==> src/gcnc_pkg.sv <==
// Shared types and constants for the grid cell neighbor counter.
`timescale 1ns / 1ps
`default_nettype none

package gcnc_pkg;

    localparam int POS_W      = 16;
    localparam int SCALE_W    = 24;
    localparam int GSIZE_W    = 6;
    localparam int SUM_W      = 20;
    localparam int CFG_IDX_W  = 2;
    localparam int CFG_DATA_W = 32;

    localparam logic [SUM_W-1:0]     SUM_MAX = '1;
    localparam logic [GSIZE_W-1:0]   GRID_SIZE_RST  = 6'd32;
    localparam logic [SCALE_W-1:0]   CELL_SCALE_RST = 24'd8192;

    // Configuration register indexes
    localparam logic [CFG_IDX_W-1:0] REG_GRID_SIZE  = 2'd0;
    localparam logic [CFG_IDX_W-1:0] REG_CELL_SCALE = 2'd1;

    // Axis select for the shared quantizer multiplier
    localparam logic [1:0] AXIS_X = 2'd0;
    localparam logic [1:0] AXIS_Y = 2'd1;
    localparam logic [1:0] AXIS_Z = 2'd2;

    // Commands from controller to datapath
    typedef struct packed {
        logic       load_in;   // capture input word, clear sum
        logic       q_en;      // quantize one axis
        logic [1:0] q_axis;
        logic       scan;      // query read of one neighbor cell
        logic       rd_own;    // insert read of own cell
        logic       inc_wr;    // insert write-back
        logic       clr_en;    // clearing pass write
        logic       load_out;  // move result into output register
        logic [1:0] dx;        // neighbor offsets, 0..2 means -1..+1
        logic [1:0] dy;
        logic [1:0] dz;
    } gcnc_cmd_t;

    // Status from datapath to controller
    typedef struct packed {
        logic clr_done;  // clearing pass at its last cell
        logic out_free;  // output register can take a word this cycle
    } gcnc_sts_t;

endpackage

`default_nettype wire

==> src/gcnc_ctrl.sv <==
// Controller state machine for the grid cell neighbor counter.
`timescale 1ns / 1ps
`default_nettype none

module gcnc_ctrl (
    input  wire logic              clk,
    input  wire logic              rst_n,
    input  wire logic              in_valid,
    output logic                   in_ready,
    input  wire logic              kind,
    input  wire gcnc_pkg::gcnc_sts_t sts,
    output gcnc_pkg::gcnc_cmd_t    cmd
);
    import gcnc_pkg::*;

    typedef enum logic [2:0] {
        S_CLEAR,
        S_IDLE,
        S_QUANT,
        S_RD,
        S_INC,
        S_SCAN,
        S_DRAIN,
        S_DONE
    } state_t;

    state_t     state_reg;
    logic       kind_reg;
    logic [1:0] axis_reg;
    logic [1:0] dx_reg;
    logic [1:0] dy_reg;
    logic [1:0] dz_reg;
    logic       accept;
    logic       scan_last;

    assign in_ready  = (state_reg == S_IDLE);
    assign accept    = in_valid && in_ready;
    assign scan_last = (dx_reg == 2'd2) && (dy_reg == 2'd2) && (dz_reg == 2'd2);

    always_ff @(posedge clk or negedge rst_n)
    begin
        if (!rst_n)
        begin
            state_reg <= S_CLEAR;
            kind_reg  <= 1'b0;
            axis_reg  <= AXIS_X;
            dx_reg    <= 2'd0;
            dy_reg    <= 2'd0;
            dz_reg    <= 2'd0;
        end
        else
        begin
            unique case (state_reg)
                S_CLEAR:
                begin
                    if (sts.clr_done)
                        state_reg <= S_IDLE;
                end
                S_IDLE:
                begin
                    if (accept)
                    begin
                        kind_reg  <= kind;
                        axis_reg  <= AXIS_X;
                        state_reg <= S_QUANT;
                    end
                end
                S_QUANT:
                begin
                    if (axis_reg == AXIS_Z)
                    begin
                        dx_reg    <= 2'd0;
                        dy_reg    <= 2'd0;
                        dz_reg    <= 2'd0;
                        state_reg <= kind_reg ? S_SCAN : S_RD;
                    end
                    else
                        axis_reg <= axis_reg + 2'd1;
                end
                S_RD:
                    state_reg <= S_INC;
                S_INC:
                    state_reg <= S_DONE;
                S_SCAN:
                begin
                    // advance z fastest, then y, then x
                    if (scan_last)
                        state_reg <= S_DRAIN;
                    else if (dz_reg != 2'd2)
                        dz_reg <= dz_reg + 2'd1;
                    else
                    begin
                        dz_reg <= 2'd0;
                        if (dy_reg != 2'd2)
                            dy_reg <= dy_reg + 2'd1;
                        else
                        begin
                            dy_reg <= 2'd0;
                            dx_reg <= dx_reg + 2'd1;
                        end
                    end
                end
                S_DRAIN:
                    state_reg <= S_DONE;
                S_DONE:
                begin
                    if (sts.out_free)
                        state_reg <= S_IDLE;
                end
                default:
                    state_reg <= S_IDLE;
            endcase
        end
    end

    always_comb
    begin
        cmd          = '0;
        cmd.load_in  = accept;
        cmd.q_en     = (state_reg == S_QUANT);
        cmd.q_axis   = axis_reg;
        cmd.scan     = (state_reg == S_SCAN);
        cmd.rd_own   = (state_reg == S_RD);
        cmd.inc_wr   = (state_reg == S_INC);
        cmd.clr_en   = (state_reg == S_CLEAR);
        cmd.load_out = (state_reg == S_DONE) && sts.out_free;
        // own cell sits at offset one on every axis
        if (state_reg == S_SCAN)
        begin
            cmd.dx = dx_reg;
            cmd.dy = dy_reg;
            cmd.dz = dz_reg;
        end
        else
        begin
            cmd.dx = 2'd1;
            cmd.dy = 2'd1;
            cmd.dz = 2'd1;
        end
    end

endmodule

`default_nettype wire

==> config.mk <==
export PLATFORM = sky130hd
export DESIGN_NAME = gcnc_ctrl
export DESIGN_NICKNAME = d
export VERILOG_FILES = /design/src/gcnc_pkg.sv /design/src/gcnc_ctrl.sv
export SDC_FILE = /design/constraint.sdc
export NUM_CORES = 1
export LEC_CHECK = 0
export BUFFER_PORTS_ARGS = -buffer_cell sky130_fd_sc_hd__buf_2
export CAP_MARGIN = 20
export CORE_AREA = 3 3 41 62
export DETAILED_ROUTE_END_ITERATION = 10
export DIE_AREA = 0 0 44 65
export HOLD_SLACK_MARGIN = 0.08
export PLACE_DENSITY = 0.6
export SETUP_SLACK_MARGIN = 0.3
export SYNTH_ARGS = -nofsm -noshare
export SYNTH_HDL_FRONTEND = slang
export SYNTH_SLANG_ARGS = --single-unit
export TNS_END_PERCENT = 100
==> constraint.sdc <==
create_clock -name clk -period 3.7 [get_ports clk]
set_input_delay 0.37 -clock clk [delete_from_list [all_inputs] [get_ports clk]]
set_output_delay 0.37 -clock clk [all_outputs]
set_load 0.02 [all_outputs]
==> impl_metrics.toml <==
[worst_hold_path]
min-delay-start = "kind"
min_path_type = "in -> reg"

[synth]
ys_warn_count = 0
ys_seq_area_frac = 0.367
synth_top_area_share = 0.367
synth_enable_flop_cells = 0
synth_top_flop_cell = "dfrtp_1"
synth-async-reset-ratio = 1.00
synth.area.mux_share = 0.0657
synth_commonest_cells = "12 x dfrtp_1, 9 x nand2_1, 7 x inv_1, 6 x nor2_1"
synth_cell_types = 32
yosys-top-cells-area = "dfrtp_1 37%, nand2_1 4.1%, buf_6 4.1%"
synth_compound_area_frac = 0.171
synth_nets = 95
synth_top_family_by_area = "simple AND/OR/NAND/NOR gates"
synth_cells = 87
synth_area_um2 = 818
yosys.area_share.simple = 0.271
yosysMostFrequentCell = "dfrtp_1"
avgSynthCellArea_um2 = 9.41
synth_top_area_cell = "dfrtp_1"
synth-xor-area-share = 0
ys_ff_latch = 12
synthAdderAreaFrac = 0.0306

[route]
drtPass1Iterations = 4
ant_nets = 0
routedWlPerCell_um = 13.3
viasPerCell = 5.45
initialDrtViolationCount = 18
num_vias = 703
postRouteWirelength_um = 1720
drc = 0

[clock_tree]
post_cts_buffers = 0
clk_pin_slew_ps = 70
numCtsBuffers = 3
cts_sinks = 12
insertion_delay_ps = 270
post_cts_resized = 0
htree_num_levels = 1
clk_path_buf_depth = 2
cts_root_buf = "clkbuf_4"
cts_hold_buffers = 1
cts_tree = "yes"

[worst_setup_path]
end_kind = "primary output"
slowest_delay_ps = 570
worstPathArrival_ps = 1620
crit_chain = "nand3b_4 > clkinv_2 > and2_1 > buf_2"
worstPathMaxFanout = 12
timing.rr.start = "state_reg[2]"
cp-start-kind = "flop"
crit_start = "state_reg[1]"
critical_path_required_ps = 3330
worst-setup-path-type = "reg -> out"
slowest_stage = "dfrtp_1"

[final_layout]
n_antenna_cell = 0
layoutNonFillerInstCount = 129
drive_gt1_frac = 0.346
largest_reg_flops = 3
syn2layout_area_growth_pct = 14.5
n_fill_cell = 209
finalInstanceArea_um2 = 937
nets = 117

[placement]
port_buffers = 21
gp_congestion = 0.855
place_area_um2 = 905
placed_cells = 125
post-place-ws_ps = 1990
post-dp-hpwl_um = 1280

[global_route]
antenna_found_initial = 0
grt_pass1_vias = 716
grt_overflow = 0
gr-usage-all-layers = 0.135
grt_pass1_wl_um = 3000
grt_max_degree = 14

[timing]
setup_viol = 0
worst_slew_pin_slew_ps = 456
fmax_ghz = 0.502
worst_hold_slack_ps = 330
slew-limit-headroom = 0.696
rsz0062_at_grt = "no"
drv_slew = 0
final.setup.tns_ps = 0
finalCriticalPeriod_ps = 1990
setup_ws_ps = 1710
finalHoldViolCount = 0
worst_clock_skew_ps = 3.12
period_share = 0.539

[floorplan]
core-area_um2 = 2050
die_h_um = 65
ios = 22
die-area_um2 = 2860
fp.dieW_um = 44
initial_core_util = 0.399
rows = 20

[outcome]
outcome = "completed"

[power_and_ir_drop]
p_leak_uw = 0.000471
vdd_ir_drop_max_v = 0.000261
cellPowerDensity_nw_per_um2 = 752

[job]
maxCapViolCount = 0
==> metal layers <==
layer	routed length, µm	vias up	GRT usage	share of wire
li1	-	352	-	-
met1	724	328	0.144	0.42
met2	874	18	0.239	0.51
met3	85	5	0.0250	0.050
met4	32	0	0.0755	0.019
met5	0	-	0	0
==> logic make-up after synthesis <==
kind of cell               Yosys count
AOI/OAI and AO/OA                   18
adders and majority gates            2
buffers and inverters               13
DFF                                 12
muxes                                5
and+or+nand+nor                     37
==> worst paths after layout <==
check	to	slack, ps	cells past startpoint
max	cmd[5]	1710	4
min	kind_reg	330	2
max reg2reg	dy_reg[0]	1990	4
min reg2reg	axis_reg[0]	510	1
max in group asynchronous	state_reg[2]	2970	2
min in group asynchronous	kind_reg	510	2
==> final cells by class <==
type / count / area [µm²] / share of cell area
Clock buffer: 3 / 22.5 / 0.0240
Inverter: 8 / 31.3 / 0.0334
Multi-Input combinational cell: 62 / 440 / 0.470
Sequential cell: 12 / 300 / 0.320
Tap cell: 22 / 27.5 / 0.0294
Timing Repair Buffer: 22 / 115 / 0.123
==> worst max-delay path, delay by kind of cell (launching register included) <==
family	cells	cell delay, ps
and+or+nand+nor	2	470
buffers and inverters	2	300
DFF	1	570
==> layout by cell type, fill, tap and decap left out <==
cell,synthesis,layout
a21boi_1,1,1
a21oi_1,1,1
a21oi_2,1,1
a221o_2,1,1
a32o_1,1,1
and2_1,4,4
and4b_1,1,1
and4bb_2,1,1
buf_2,1,21
clkbuf_4,0,3
clkinv_2,1,1
dfrtp_1,12,12
dlygate4sd3_1,0,1
ha_1,2,2
inv_1,7,7
mux2_2,3,3
mux2i_1,2,2
nand2_1,9,9
nand3_1,5,5
nand3b_1,1,1
nand3b_4,1,1
nor2_1,6,6
nor3_1,4,4
nor3b_1,1,1
nor3b_2,2,2
o211ai_1,3,3
o21ai_0,5,5
o22a_1,1,1
o311ai_1,2,2
o31ai_1,1,1
o41ai_2,1,1
or2_2,2,2
==> where the power goes <==
group,switching (µW),internal [µW]
combinational,207,154
sequential,88.8,176
clock,41.9,37.7
==> per-stage QoR <==
step	util	power, µW
2_1_floorplan	-	566
3_5_place_dp	0.441	633
3_3_place_gp	0.441	624
4_1_cts	0.457	716
5_1_grt	0.457	770
6_report	0.457	705
(Power assumes the default switching activity.)
